$ cat src/rtl/virtual_timer_pool_core_assert.svh
// Assertion macros for the virtual timer pool core.
// Included by the sequencer and the datapath; no other dependencies.
`ifndef VIRTUAL_TIMER_POOL_CORE_ASSERT_SVH
`define VIRTUAL_TIMER_POOL_CORE_ASSERT_SVH

`ifndef SYNTHESIS
`define VTP_ASSERT(lbl, clk, rst, prop, msg) \
   lbl: assert property (@(posedge clk) disable iff (rst) prop) else $error(msg);
`define VTP_ASSERT_ALWAYS(lbl, clk, prop, msg) \
   lbl: assert property (@(posedge clk) prop) else $error(msg);
`else
`define VTP_ASSERT(lbl, clk, rst, prop, msg)
`define VTP_ASSERT_ALWAYS(lbl, clk, prop, msg)
`endif

`endif

$ cat src/rtl/vtp_pkg.sv
// Types, codes and microcode table of the virtual timer pool core.
// No dependencies.
package vtp_pkg;

   localparam int MODE_W = 2;
   localparam int IDX_W  = 3;
   localparam int CNT_W  = 16;

   typedef enum logic [MODE_W-1:0] {
      MODE_CREATE = 2'd0,
      MODE_QUERY  = 2'd1,
      MODE_DELETE = 2'd2,
      MODE_TICK   = 2'd3
   } mode_type;

   typedef enum logic [2:0] {
      ST_IDLE = 3'd0,
      ST_C_RD = 3'd1,
      ST_C_EV = 3'd2,
      ST_Q_RD = 3'd3,
      ST_Q_EV = 3'd4,
      ST_T_RD = 3'd5,
      ST_T_EV = 3'd6,
      ST_RESP = 3'd7
   } step_type;

   typedef enum logic [2:0] {
      EV_NONE   = 3'd0,
      EV_RANGE  = 3'd1,
      EV_CREATE = 3'd2,
      EV_SLOT   = 3'd3,
      EV_TICK   = 3'd4
   } eval_type;

   typedef enum logic [1:0] {
      PTR_HOLD = 2'd0,
      PTR_INC  = 2'd1,
      PTR_DEC  = 2'd2
   } ptr_op_type;

   typedef enum logic [1:0] {
      JMP_DISPATCH = 2'd0,
      JMP_NEXT     = 2'd1,
      JMP_COND     = 2'd2,
      JMP_WAIT     = 2'd3
   } jump_type;

   typedef struct packed {
      logic       rd_en;
      eval_type   eval;
      ptr_op_type ptr_op;
      jump_type   jump;
      logic       load_out;
      step_type   next_step;
      step_type   alt_step;
   } ucode_type;

   typedef struct packed {
      ucode_type uc;
      logic      accept;
   } ctl_bus_type;

   typedef struct packed {
      logic stop;
      logic out_free;
   } dp_sts_type;

   function automatic ucode_type uw(logic rd, eval_type ev, ptr_op_type po,
                                    jump_type jp, logic lo, step_type nx,
                                    step_type alt);
      ucode_type w;
      w.rd_en     = rd;
      w.eval      = ev;
      w.ptr_op    = po;
      w.jump      = jp;
      w.load_out  = lo;
      w.next_step = nx;
      w.alt_step  = alt;
      return w;
   endfunction

   function automatic ucode_type ucode_rom(step_type step);
      ucode_type w;
      case (step)
         ST_IDLE: w = uw(1'b0, EV_NONE,   PTR_HOLD, JMP_DISPATCH, 1'b0, ST_IDLE, ST_IDLE);
         ST_C_RD: w = uw(1'b1, EV_NONE,   PTR_HOLD, JMP_NEXT,     1'b0, ST_C_EV, ST_C_EV);
         ST_C_EV: w = uw(1'b0, EV_CREATE, PTR_DEC,  JMP_COND,     1'b0, ST_RESP, ST_C_RD);
         ST_Q_RD: w = uw(1'b1, EV_RANGE,  PTR_HOLD, JMP_COND,     1'b0, ST_RESP, ST_Q_EV);
         ST_Q_EV: w = uw(1'b0, EV_SLOT,   PTR_HOLD, JMP_NEXT,     1'b0, ST_RESP, ST_RESP);
         ST_T_RD: w = uw(1'b1, EV_NONE,   PTR_HOLD, JMP_NEXT,     1'b0, ST_T_EV, ST_T_EV);
         ST_T_EV: w = uw(1'b0, EV_TICK,   PTR_INC,  JMP_COND,     1'b0, ST_RESP, ST_T_RD);
         ST_RESP: w = uw(1'b0, EV_NONE,   PTR_HOLD, JMP_WAIT,     1'b1, ST_IDLE, ST_IDLE);
         default: w = uw(1'b0, EV_NONE,   PTR_HOLD, JMP_NEXT,     1'b0, ST_IDLE, ST_IDLE);
      endcase
      return w;
   endfunction

   function automatic step_type dispatch(mode_type mode);
      step_type s;
      case (mode)
         MODE_CREATE: s = ST_C_RD;
         MODE_QUERY:  s = ST_Q_RD;
         MODE_DELETE: s = ST_Q_RD;
         MODE_TICK:   s = ST_T_RD;
         default:     s = ST_IDLE;
      endcase
      return s;
   endfunction

endpackage

$ cat src/rtl/vtp_chan_if.sv
// Request and response channel interfaces of the virtual timer pool core.
// Depends on vtp_pkg for field widths.
interface vtp_req_if;
   import vtp_pkg::*;
   logic              valid;
   logic              ready;
   logic [MODE_W-1:0] mode;
   logic [IDX_W-1:0]  timer_index;
   logic [CNT_W-1:0]  tick_count;
   modport source (output valid, mode, timer_index, tick_count, input ready);
   modport sink   (input valid, mode, timer_index, tick_count, output ready);
endinterface

interface vtp_rsp_if;
   import vtp_pkg::*;
   logic             valid;
   logic             ready;
   logic [IDX_W-1:0] slot_index;
   logic             create_failed;
   logic             is_done;
   modport source (output valid, slot_index, create_failed, is_done, input ready);
   modport sink   (input valid, slot_index, create_failed, is_done, output ready);
endinterface

$ cat src/rtl/vtp_seq.sv
// Microcode sequencer: step counter, control ROM lookup and jump logic.
// Depends on vtp_pkg and virtual_timer_pool_core_assert.svh.
`include "virtual_timer_pool_core_assert.svh"

module vtp_seq (
   input  logic                        clock,
   input  logic                        reset,
   input  logic                        req_valid,
   output logic                        req_ready,
   input  logic [vtp_pkg::MODE_W-1:0]  req_mode,
   input  vtp_pkg::dp_sts_type         sts,
   output vtp_pkg::ctl_bus_type        ctl
);
   import vtp_pkg::*;

   step_type step_ff, step_in;

   always_ff @(posedge clock) begin
      if (reset) begin
         step_ff <= ST_IDLE;
      end else begin
         step_ff <= step_in;
      end
   end

   always_comb begin
      ctl.uc     = ucode_rom(step_ff);
      req_ready  = (ctl.uc.jump == JMP_DISPATCH);
      ctl.accept = req_ready && req_valid;
      step_in    = step_ff;
      case (ctl.uc.jump)
         JMP_DISPATCH: begin
            if (ctl.accept) begin
               step_in = dispatch(mode_type'(req_mode));
            end
         end
         JMP_NEXT: step_in = ctl.uc.next_step;
         JMP_COND: step_in = sts.stop ? ctl.uc.next_step : ctl.uc.alt_step;
         JMP_WAIT: begin
            if (sts.out_free) begin
               step_in = ctl.uc.next_step;
            end
         end
         default: step_in = ST_IDLE;
      endcase
   end

   `VTP_ASSERT(a_seq_leave_idle, clock, reset, ctl.accept |=> step_ff != ST_IDLE, "seq: accepted word did not start a program")
   `VTP_ASSERT(a_seq_resp_done, clock, reset, (step_ff == ST_RESP && sts.out_free) |=> step_ff == ST_IDLE, "seq: response step did not return to idle")
   `VTP_ASSERT(a_seq_slot_resp, clock, reset, step_ff == ST_Q_EV |=> step_ff == ST_RESP, "seq: slot step did not go to response")

endmodule

$ cat src/rtl/vtp_dp.sv
// Datapath: slot memory with valid bits, slot pointer, result and output registers.
// Depends on vtp_pkg and virtual_timer_pool_core_assert.svh.
`include "virtual_timer_pool_core_assert.svh"

module vtp_dp #(
   parameter int NUM_TIMERS = 8,
   parameter int TICK_WIDTH = 16
) (
   input  logic                        clock,
   input  logic                        reset,
   input  vtp_pkg::ctl_bus_type        ctl,
   output vtp_pkg::dp_sts_type         sts,
   input  logic [vtp_pkg::MODE_W-1:0]  req_mode,
   input  logic [vtp_pkg::IDX_W-1:0]   req_timer_index,
   input  logic [vtp_pkg::CNT_W-1:0]   req_tick_count,
   output logic                        rsp_valid,
   input  logic                        rsp_ready,
   output logic [vtp_pkg::IDX_W-1:0]   rsp_slot_index,
   output logic                        rsp_create_failed,
   output logic                        rsp_is_done
);
   import vtp_pkg::*;

   localparam int PW = (NUM_TIMERS > 1) ? $clog2(NUM_TIMERS) : 1;
   localparam logic [PW-1:0]         PTR_LAST  = PW'(NUM_TIMERS - 1);
   localparam logic [TICK_WIDTH-1:0] FREE_MARK = '1;

   logic [TICK_WIDTH-1:0] mem [NUM_TIMERS];
   logic [NUM_TIMERS-1:0] vld_ff;

   mode_type              mode_ff;
   logic [IDX_W-1:0]      idx_ff;
   logic [TICK_WIDTH-1:0] cnt_ff;
   logic [PW-1:0]         ptr_ff, ptr_in;
   logic [TICK_WIDTH-1:0] rd_data_ff;
   logic                  rd_vld_ff;
   logic [IDX_W-1:0]      res_slot_ff, res_slot_in;
   logic                  res_fail_ff, res_fail_in;
   logic                  res_done_ff, res_done_in;
   logic                  rsp_valid_ff, rsp_valid_in;
   logic [IDX_W-1:0]      rsp_slot_ff;
   logic                  rsp_fail_ff;
   logic                  rsp_done_ff;

   logic [TICK_WIDTH-1:0] rd_val;
   logic                  rd_free, rd_zero, in_range;
   logic                  wr_en, wr_vld;
   logic [TICK_WIDTH-1:0] wr_data;
   logic                  load_out;

   assign rd_val   = rd_vld_ff ? rd_data_ff : FREE_MARK;
   assign rd_free  = (rd_val == FREE_MARK);
   assign rd_zero  = (rd_val == '0);
   assign in_range = (32'(idx_ff) < 32'(NUM_TIMERS));

   always_comb begin
      sts.stop     = 1'b0;
      sts.out_free = !rsp_valid_ff || rsp_ready;
      wr_en        = 1'b0;
      wr_vld       = 1'b1;
      wr_data      = cnt_ff;
      res_slot_in  = res_slot_ff;
      res_fail_in  = res_fail_ff;
      res_done_in  = res_done_ff;
      ptr_in       = ptr_ff;
      case (ctl.uc.eval)
         EV_NONE: ;
         EV_RANGE: sts.stop = !in_range;
         EV_CREATE: begin
            if (rd_free) begin
               wr_en       = 1'b1;
               res_slot_in = IDX_W'(ptr_ff);
               sts.stop    = 1'b1;
            end else if (ptr_ff == '0) begin
               res_fail_in = 1'b1;
               sts.stop    = 1'b1;
            end
         end
         EV_SLOT: begin
            sts.stop = 1'b1;
            if (mode_ff == MODE_QUERY && rd_zero) begin
               wr_en       = 1'b1;
               wr_vld      = 1'b0;
               res_done_in = 1'b1;
            end else if (mode_ff == MODE_DELETE) begin
               wr_en  = 1'b1;
               wr_vld = 1'b0;
            end
         end
         EV_TICK: begin
            sts.stop = (ptr_ff == PTR_LAST);
            if (!rd_zero && !rd_free) begin
               wr_en   = 1'b1;
               wr_data = rd_val - TICK_WIDTH'(1);
            end
         end
         default: ;
      endcase
      if (!sts.stop) begin
         case (ctl.uc.ptr_op)
            PTR_INC:  ptr_in = ptr_ff + PW'(1);
            PTR_DEC:  ptr_in = ptr_ff - PW'(1);
            default:  ptr_in = ptr_ff;
         endcase
      end
      if (ctl.accept) begin
         res_slot_in = '0;
         res_fail_in = 1'b0;
         res_done_in = 1'b0;
         case (mode_type'(req_mode))
            MODE_CREATE: ptr_in = PTR_LAST;
            MODE_TICK:   ptr_in = '0;
            default:     ptr_in = PW'(req_timer_index);
         endcase
      end
   end

   assign load_out = ctl.uc.load_out && sts.out_free;

   always_comb begin
      rsp_valid_in = rsp_valid_ff;
      if (load_out) begin
         rsp_valid_in = 1'b1;
      end else if (rsp_ready) begin
         rsp_valid_in = 1'b0;
      end
   end

   always_ff @(posedge clock) begin
      if (reset) begin
         vld_ff       <= '0;
         rsp_valid_ff <= 1'b0;
      end else begin
         rsp_valid_ff <= rsp_valid_in;
         if (wr_en) begin
            vld_ff[ptr_ff] <= wr_vld;
         end
      end
   end

   always_ff @(posedge clock) begin
      if (wr_en) begin
         mem[ptr_ff] <= wr_data;
      end
      if (ctl.uc.rd_en) begin
         rd_data_ff <= mem[ptr_ff];
         rd_vld_ff  <= vld_ff[ptr_ff];
      end
   end

   always_ff @(posedge clock) begin
      if (ctl.accept) begin
         mode_ff <= mode_type'(req_mode);
         idx_ff  <= req_timer_index;
         cnt_ff  <= TICK_WIDTH'(req_tick_count);
      end
      ptr_ff      <= ptr_in;
      res_slot_ff <= res_slot_in;
      res_fail_ff <= res_fail_in;
      res_done_ff <= res_done_in;
      if (load_out) begin
         rsp_slot_ff <= res_slot_ff;
         rsp_fail_ff <= res_fail_ff;
         rsp_done_ff <= res_done_ff;
      end
   end

   assign rsp_valid         = rsp_valid_ff;
   assign rsp_slot_index    = rsp_slot_ff;
   assign rsp_create_failed = rsp_fail_ff;
   assign rsp_is_done       = rsp_done_ff;

   `VTP_ASSERT(a_dp_scan_range, clock, reset, (ctl.uc.eval == EV_CREATE || ctl.uc.eval == EV_TICK) |-> ptr_ff <= PTR_LAST, "dp: scan pointer beyond pool")
   `VTP_ASSERT(a_dp_fail_clean, clock, reset, (rsp_valid_ff && rsp_fail_ff) |-> (rsp_slot_ff == '0 && !rsp_done_ff), "dp: failed create carries slot or done")
   `VTP_ASSERT(a_dp_create_vld, clock, reset, (ctl.uc.eval == EV_CREATE && wr_en) |=> vld_ff[$past(ptr_ff)], "dp: created slot not marked written")
   `VTP_ASSERT_ALWAYS(a_dp_reset_out, clock, reset |=> !rsp_valid_ff, "dp: response word valid after reset")

endmodule

$ cat src/rtl/virtual_timer_pool_core.sv
// Top level of the virtual timer pool core: sequencer and datapath.
// Depends on vtp_pkg, vtp_chan_if, vtp_seq and vtp_dp.
//
//   channel    | direction | word
//   req_chan   | in        | mode, timer_index, tick_count
//   rsp_chan   | out       | slot_index, create_failed, is_done
//
// One word in, one word out. A create or tick walks the slot memory with a read step and
// an evaluate step per slot, followed by the response step. Query and delete read one slot
// and evaluate it unless the index is out of range. Every slot reads free after reset
// through per-slot valid bits. A stalled response is held in the output register while the
// next request word is accepted.
module virtual_timer_pool_core #(
   parameter int NUM_TIMERS = 8,
   parameter int TICK_WIDTH = 16
) (
   input logic      clock,
   input logic      reset,
   vtp_req_if.sink   req_chan,
   vtp_rsp_if.source rsp_chan
);
   import vtp_pkg::*;

   ctl_bus_type ctl;
   dp_sts_type  sts;

   vtp_seq u_seq (
      .clock     (clock),
      .reset     (reset),
      .req_valid (req_chan.valid),
      .req_ready (req_chan.ready),
      .req_mode  (req_chan.mode),
      .sts       (sts),
      .ctl       (ctl)
   );

   vtp_dp #(
      .NUM_TIMERS (NUM_TIMERS),
      .TICK_WIDTH (TICK_WIDTH)
   ) u_dp (
      .clock             (clock),
      .reset             (reset),
      .ctl               (ctl),
      .sts               (sts),
      .req_mode          (req_chan.mode),
      .req_timer_index   (req_chan.timer_index),
      .req_tick_count    (req_chan.tick_count),
      .rsp_valid         (rsp_chan.valid),
      .rsp_ready         (rsp_chan.ready),
      .rsp_slot_index    (rsp_chan.slot_index),
      .rsp_create_failed (rsp_chan.create_failed),
      .rsp_is_done       (rsp_chan.is_done)
   );

endmodule
$ cat src/flat_wrapper.sv
// flat-port wrapper written by rule: the top's interface ports become plain ports
module virtual_timer_pool_core_flat import vtp_pkg::*;
#(
   parameter int NUM_TIMERS = 8,
   parameter int TICK_WIDTH = 16
)
  (clock, reset, req_chan_valid, req_chan_mode, req_chan_timer_index, req_chan_tick_count, req_chan_ready, rsp_chan_valid, rsp_chan_slot_index, rsp_chan_create_failed, rsp_chan_is_done, rsp_chan_ready);
  vtp_req_if req_chan_i ();
  vtp_rsp_if rsp_chan_i ();
  input logic clock;
  input logic reset;
  input wire logic [$bits(req_chan_i.valid)-1:0] req_chan_valid;
  input wire logic [$bits(req_chan_i.mode)-1:0] req_chan_mode;
  input wire logic [$bits(req_chan_i.timer_index)-1:0] req_chan_timer_index;
  input wire logic [$bits(req_chan_i.tick_count)-1:0] req_chan_tick_count;
  output wire logic [$bits(req_chan_i.ready)-1:0] req_chan_ready;
  output wire logic [$bits(rsp_chan_i.valid)-1:0] rsp_chan_valid;
  output wire logic [$bits(rsp_chan_i.slot_index)-1:0] rsp_chan_slot_index;
  output wire logic [$bits(rsp_chan_i.create_failed)-1:0] rsp_chan_create_failed;
  output wire logic [$bits(rsp_chan_i.is_done)-1:0] rsp_chan_is_done;
  input wire logic [$bits(rsp_chan_i.ready)-1:0] rsp_chan_ready;
  assign req_chan_i.valid = req_chan_valid;
  assign req_chan_i.mode = req_chan_mode;
  assign req_chan_i.timer_index = req_chan_timer_index;
  assign req_chan_i.tick_count = req_chan_tick_count;
  assign req_chan_ready = req_chan_i.ready;
  assign rsp_chan_valid = rsp_chan_i.valid;
  assign rsp_chan_slot_index = rsp_chan_i.slot_index;
  assign rsp_chan_create_failed = rsp_chan_i.create_failed;
  assign rsp_chan_is_done = rsp_chan_i.is_done;
  assign rsp_chan_i.ready = rsp_chan_ready;
  virtual_timer_pool_core #(.NUM_TIMERS(NUM_TIMERS), .TICK_WIDTH(TICK_WIDTH)) u_core (.clock(clock), .reset(reset), .req_chan(req_chan_i), .rsp_chan(rsp_chan_i));
endmodule
$ cat config.mk
export PLATFORM = sky130hd
export DESIGN_NAME = virtual_timer_pool_core_flat
export DESIGN_NICKNAME = d
export VERILOG_FILES = /design/src/rtl/vtp_pkg.sv /design/src/rtl/vtp_chan_if.sv /design/src/rtl/vtp_seq.sv /design/src/rtl/vtp_dp.sv /design/src/rtl/virtual_timer_pool_core.sv /design/src/flat_wrapper.sv
export VERILOG_INCLUDE_DIRS = /design/src /design/src/rtl
export SDC_FILE = /design/constraint.sdc
export NUM_CORES = 1
export LEC_CHECK = 0
export ABC_AREA = 0
export BUFFER_PORTS_ARGS = -buffer_cell sky130_fd_sc_hd__clkbuf_2
export CAP_MARGIN = 10
export CORE_ASPECT_RATIO = 1.1
export CORE_MARGIN = 2
export CORE_UTILIZATION = 47
export DETAILED_ROUTE_END_ITERATION = 8
export HOLD_SLACK_MARGIN = 0.1
export MAX_ROUTING_LAYER = met4
export PLACE_DENSITY = 0.69
export SETUP_SLACK_MARGIN = 0.02
export SLEW_MARGIN = 20
export SYNTH_ARGS = -nofsm -noshare
export SYNTH_HDL_FRONTEND = slang
export SYNTH_SLANG_ARGS = --single-unit
$ cat constraint.sdc
create_clock -name clock -period 2.95 [get_ports clock]
set_input_delay 0 -clock clock [delete_from_list [all_inputs] [get_ports clock]]
set_output_delay 0 -clock clock [all_outputs]
set_load 0.02 [all_outputs]
==> After elaboration in Yosys (flattened, before gate mapping) <==
Memories as Yosys holds them, arrays and structs flattened. A register that Yosys moved wholly into a read port is not among the register bits.
Index checks and enable logic that the tools add are counted.
{ "totals": {"reg_bits": 44, "ramBits": 128, "romBits": 120, "inputBits": 25, "out_inout_bits": 7, "wordCells": 94, "mem_count": 2} }
{ "memory_table": {"columns": ["memory", "words", "width", "rd", "rd_clocked_by_memory_dff", "write_ports", "line", "text"], "rows": [
  ["u_core.u_dp.mem", 8, 16, 1, 1, 1, "vtp_dp.sv:28", "logic [TICK_WIDTH-1:0] mem [NUM_TIMERS];"],
  ["(no name shown)", 8, 15, 1, 1, 0, "vtp_pkg.sv:84", "case (step)"]
]} }
{ "op_classes": {"n_addsub": 3, "n_lt_le_gt_ge": 2, "eq_ne": 18, "mux": 34, "bitwise": 1, "reduce_logical": 21} }
{ "op_table": {"columns": ["op", "n"], "rows": [
  ["16-bit 2-to-1 mux", 3],
  ["3-bit 2-to-1 mux", 7],
  ["16-bit equality test, second input constant", 1],
  ["16-bit logical NOT", 1],
  ["16-bit by 1-bit subtractor with 16-bit output, second input constant", 1],
  ["1-bit 2-to-1 mux", 15],
  ["2-bit equality test, second input constant", 6],
  ["3-bit case mux with 2 select lines", 2],
  ["3-bit case mux with 4 select lines", 1],
  ["3-bit case mux with 3 select lines", 1],
  ["8-bit bitwise mux", 1],
  ["2-bit by 1-bit equality test with 1-bit output, second input constant", 4],
  ["2-bit AND reduction", 4],
  ["3-bit by 2-bit equality test with 1-bit output, second input constant", 2],
  ["3-bit equality test, second input constant", 2],
  ["1-bit case mux with 3 select lines", 2],
  ["1-bit logical AND", 5],
  ["2-bit logical NOT", 2],
  ["3-bit by 4-bit < comparator with 1-bit output, second input constant", 1],
  ["2-bit by 1-bit != test with 1-bit output, second input constant", 2],
  ["3-bit by 1-bit adder with 3-bit output, second input constant", 1],
  ["1-bit binary-select mux with 3-bit select", 1],
  ["1-bit demux with 3-bit select", 1],
  ["3-bit by 1-bit >= comparator with 1-bit output, second input constant", 1],
  ["10 further kinds", 12]
]} }

==> Logic depth before layout (Yosys ltp) <==
{ "depth": {"word_depth": 8, "ltp_mapped": 13, "mapped_depth_nobuf": 10} }

==> Cells and area by module <==
A second synthesis with hierarchy kept.
{ "unflattened": {"hier_cells": 534, "area_unflattened_um2": 8054.0} }
{ "modules_own_cells": {"columns": ["mod", "n_inst", "cells_per_inst", "area_per_inst_um2", "seq_area_each_um2"], "rows": [
  ["vtp_dp", 1, 461, 7272.0, 5415.2],
  ["vtp_seq", 1, 73, 782.0, 340.3]
]} }

==> Worst setup path before layout <==
OpenSTA, ideal clock, no wires.
{ "synth_timing": {"path_type": "register -> register", "start": "register u_core.u_dp.rd_vld_ff", "end": "memory u_core.u_dp.mem[2][0], enable pin", "setup_time_ns": 0.390, "arrival_ns": 2.887, "required_ns": 2.560, "setup_slack_ns": -0.327, "path_stages_with_launch": 11, "n_path_buf": 2, "synth_period_minus_slack_ns": 3.277, "path_cell_list": "edfxtp_1 -> buf_4 -> clkbuf_1 -> nand2b_1 -> inv_1 -> ha_1 -> nand4_1 -> or4_1 -> o21ai_2 -> nor2_2 -> nor2b_1"} }
{ "synth_between": {"elab_chain_len": 8, "word_cells_on_any_way": 13, "cone_classes": "1 x eq/ne; 7 x mux; 5 x reduce/logical"} }
{ "synth_lines": {"columns": ["item", "line", "text"], "rows": [
  ["from (decl)", "vtp_dp.sv:36", "logic rd_vld_ff;"],
  ["from (signal assigned)", "vtp_dp.sv:147", "rd_vld_ff <= vld_ff[ptr_ff];"],
  ["16-bit 2-to-1 mux (*)", "vtp_dp.sv:51", "assign rd_val = rd_vld_ff ? rd_data_ff : FREE_MARK;"],
  ["16-bit equality test or 16-bit logical NOT (tied branches)", "vtp_dp.sv:52, vtp_dp.sv:53", null],
  ["1-bit logical NOT", "vtp_dp.sv:92", "if (!rd_zero && !rd_free) begin"],
  ["1-bit logical AND", "vtp_dp.sv:92", null],
  ["1-bit 2-to-1 mux", "vtp_dp.sv:92", null],
  ["1-bit case mux with 3 select lines (*)", "vtp_dp.sv:66", "case (ctl.uc.eval)"],
  ["1-bit 2-to-1 mux (*)", "vtp_dp.sv:142", "if (wr_en) begin"],
  ["1-bit 2-to-1 mux (not written as such) (*)", "vtp_dp.sv:143", "mem[ptr_ff] <= wr_data;"],
  ["to (decl)", "vtp_dp.sv:28", null]
]} }
Mark *: on every way between the ends. The rest lies on a longest branch, timed or not.

==> Final worst setup path <==
{ "layout_timing": {"start": "register u_core.u_dp.rd_data_ff[0], read port of u_core.u_dp.mem", "end": "memory u_core.u_dp.mem[5][1], enable pin"} }
{ "layout_between": {"elab_chain_len": 8, "word_cells_on_any_way": 13, "cone_classes": "1 x eq/ne; 7 x mux; 5 x reduce/logical"} }
{ "layout_lines": {"columns": ["item", "line", "text"], "rows": [
  ["from (decl)", "vtp_dp.sv:35", "logic [TICK_WIDTH-1:0] rd_data_ff;"],
  ["16-bit 2-to-1 mux (*)", "vtp_dp.sv:51", null],
  ["16-bit equality test or 16-bit logical NOT (tied branches)", "vtp_dp.sv:52, vtp_dp.sv:53", null],
  ["1-bit logical NOT", "vtp_dp.sv:92", null],
  ["1-bit logical AND", "vtp_dp.sv:92", null],
  ["1-bit 2-to-1 mux", "vtp_dp.sv:92", null],
  ["1-bit case mux with 3 select lines (*)", "vtp_dp.sv:66", null],
  ["1-bit 2-to-1 mux (*)", "vtp_dp.sv:142", null],
  ["1-bit 2-to-1 mux (not written as such) (*)", "vtp_dp.sv:143", null]
]} }
Marks and branches as above.

==> results.md <==
* Setup WS pre-CTS at 30.3 ps
* Final period utilization at 0.957
* Clock slew at reported path FFs at ~60 ps
* Mux cell area share after synthesis at 0.121
* Minimum clock period at 2820 ps
* Sw frac at 0.295
* Clock sink total at 202
* Worst setup EP type: flop
* #FFs+latches synth at ~200
* Die footprint at between 15000 and 20000 um2
* Die height at between 100 and 150 um
* Max Root-Sink Buffers at 3
* First-pass GRT wire length at 27800 um
* Relative slew slack at 0.467
* Initial antenna violation count at 0
* Post-Synth Simple-Gate Area at 0.0890
* Comb pwr share at 0.294
* Detailed Route WL at between 15000 and 20000 um
* Internal power at about 6.7 mW
* Post-synth ARST share at 0
* XOR/XNOR share of the synthesized area at 0.0159
* CP max stage delay at around 470 ps
* P_sw at approximately 2.8 mW
* RSZ-0062 raised after global routing: no
* Antenna Nets Post-Route at 0
* Ys Warns at 0
* Initial core utilization at 0.483
* Sequential cell area fraction in the yosys report at 0.695
* Status: finished, final reports clean
* CP Max Fanout at 11
* CP Launch Type: flop
* Busiest grt layer: met2
* Initial DRT Pass Iterations at 5
* Sequential share of power at 0.417
* WHS at 212 ps
* Vias in the first global route at around 5000
* Final #Nets at 649
* GP Congestion at around 0.88
* Starting DRC count in detailed routing at 458
* WP data required at between 3000 and 4000 ps
* Input/output buffers at 31
* Hold Path Class: in -> reg
* CP Data Arrival Time at 3050 ps
* Netlist cell types at 57
* Clk root buf: clkbuf_16
* Grt met2 use at 0.352
* Clk pwr share at 0.288
* Final Core Density at 0.590
* Total CTS buffers at 22
* Syn nets at approximately 540
* Post-detailed-route wirelength per cell at 20.5 um
* Final Skew at about 18 ps
* N_diodes at 0
* Gr usage total at 0.204
* CP max-delay cell: or4_4
* Met3 usage at 0.0255
* Post-route DRC at 0
* PnR worst setup slack at 128 ps
* Adder-Cell Fraction of Synth Area at 0.00846
* Leak pwr at ~3.5 nW
* Ys flop type: edfxtp_1
* Hold Vio Cnt, Final at 0
* Cell mode on critical path: buf_4
* Achievable clock frequency at about 350 MHz
* Dpl cells at 797
* Vias/cell at 5.50
* Worst Max-Slew Pin Slew at ~800 ps
* Number of synthesized flops with an enable pin at 171
* Mean Syn Cell Area at around 16 um2
* DR vias at ~4800
* Die W at approximately 130 um
* H-tree levels at 1
* Layout cell share with drive strength beyond 1 at 0.310
* Crit Path Category: reg -> reg
* Synth Cell Area at around 8300 um2
* CTS tree: yes
* I/O Pins at 32
* Max_cap viols at 0
* Core area at ~17000 um2
* Mapped Cells at 508
* P per Cell Area at between 900 and 1000 nW/um2
* GRT overflow at 0
* Rows at 50
* Largest family of logic cells by synthesized area: multiplexers
* Compound-gate portion of the synthesized area at 0.0544
* Critical path cell sequence: nand2b_1, inv_1, ha_1, nand4_1, or4_4, buf_4, a22oi_1, nor2_1, nor2_2, buf_4, nor2b_2, buf_4
* Clk_lat worst skew at 500 ps
* Final HPWL DP at 11200 um
* Final std cells w/o fill at approximately 870
* Max Slew Vio Count at 0
* Met1 usage at 0.259
* Largest net degree at the start of global routing at 38
* Layout area overhead at 22.2%
* Count of final setup violators at 0
* Peak VDD IR at ~480 uV
-- through the flow --
step                setup TNS [ps]  area, um2  total power [mW]
floorplan                    -9150       8300              5.84
global placement                 0       9030              6.61
detailed placement               0       9030              6.67
CTS                              0      10100              9.55
global route                     0      10100              9.94
finish                           0      10100              9.51
-- layer usage --
layer,vias to the layer above,part of all wire
met4,0,0.014
met5,-,0
li1,2189,-
met3,22,0.042
met1,2444,0.41
met2,113,0.53
-- cell usage in the layout, fill, tap and decap left out, types with 15 or more instances in the layout --
| cell | count |
|---|---|
| a21oi_1 | 15 |
| clkbuf_2 | 31 |
| nor2_1 | 38 |
| edfxtp_1 | 171 |
| dfxtp_1 | 31 |
| clkbuf_16 | 23 |
| mux2_2 | 18 |
| buf_4 | 42 |
| nand2_1 | 25 |
| dlygate4sd3_1 | 31 |
| mux4_2 | 34 |
-- repair_timing --
action,4_1_cts,5_1_grt
gates cloned,0,0
endpoints found under the setup margin,40,132
buffers inserted,0,1
hold buffers,31,0
resized for setup,4,11
endpoints found under the hold margin,34,0
pin swaps,0,3
-- registers in the layout, indices dropped and copies added (netlist names), 3 cells and up --
| name | flops |
|---|---|
| u_core.u_dp.cnt_ff | 16 |
| u_core.u_dp.rd_data_ff | 16 |
| u_core.u_dp.res_slot_ff | 3 |
| u_core.u_dp.vld_ff | 8 |
| u_core.u_dp.rsp_slot_index | 3 |
| u_core.u_seq.step_ff | 3 |
| u_core.u_dp.ptr_ff | 3 |
| u_core.u_seq.ctl | 14 |
| u_core.u_dp.mem | 128 |
-- cell families (layout without fill, tap and decap cells) --
family                   after synthesis  after routing
XOR/XNOR                              15             15
buffers and inverters                 30            155
multiplexers                          55             55
AND/OR/NAND/NOR                      137            137
flip-flops                           202            202
AO/OA/AOI/OAI                         64             64
adder cells (fa/ha/maj)                5              5
-- cell type report --
cell class	instances	area, um2
fillers	1303	7020
flip-flops and latches	202	5760
multi-input cells	276	2450
repair buffers	108	861
clock buffers	27	591
well taps	234	293
clock inverters	11	134
inverters	9	33.8
-- worst max-delay path: cells and delay by family, from the launching register on --
family          cells  cell delay [ps]
compound gates      1              230
simple gates        6             1120
flops               1              380
fa+ha+maj           1              180
buf+inv             4              650
-- Yosys cell counts, types with 5 or more instances --
master	count	share of area
buf_2	5	0.0030
clkbuf_1	10	0.0045
a21oi_1	15	0.0091
nor2_1	39	0.018
and3_1	5	0.0038
a22oi_1	10	0.0091
xor2_1	6	0.0063
edfxtp_1	171	0.62
mux4_2	34	0.092
nand2_1	25	0.011
o21ai_0	10	0.0060
xnor2_1	9	0.0095
mux2_2	18	0.024
inv_1	8	0.0036
dfxtp_1	31	0.075
nor2b_1	17	0.013
nor3_1	8	0.0048
a31oi_1	10	0.0076
nand2b_1	11	0.0083
-- final timing paths --
kind                            cells after the start                             to  slack [ps]                       start
worst max register to register                     12          u_core.u_dp.mem[5][1]         130   u_core.u_dp.rd_data_ff[0]
worst min register to register                      0  u_core.u_dp.rsp_slot_index[2]         440  u_core.u_dp.res_slot_ff[2]
worst max-delay path                               12          u_core.u_dp.mem[5][1]         130   u_core.u_dp.rd_data_ff[0]
worst min-delay path                                2         u_core.u_dp.cnt_ff[15]         210     req_chan_tick_count[15]
-- power groups by stage --
stage	logic (mW)	clock network, mW	registers, mW
after global routing	3.03	2.90	4.01
after CTS	2.78	2.80	3.97
final	2.80	2.74	3.97
after global placement	2.60	0	4.01
after floorplan	1.87	0	3.97
after detailed placement	2.65	0	4.02
Power figures use the tool's default switching activity.
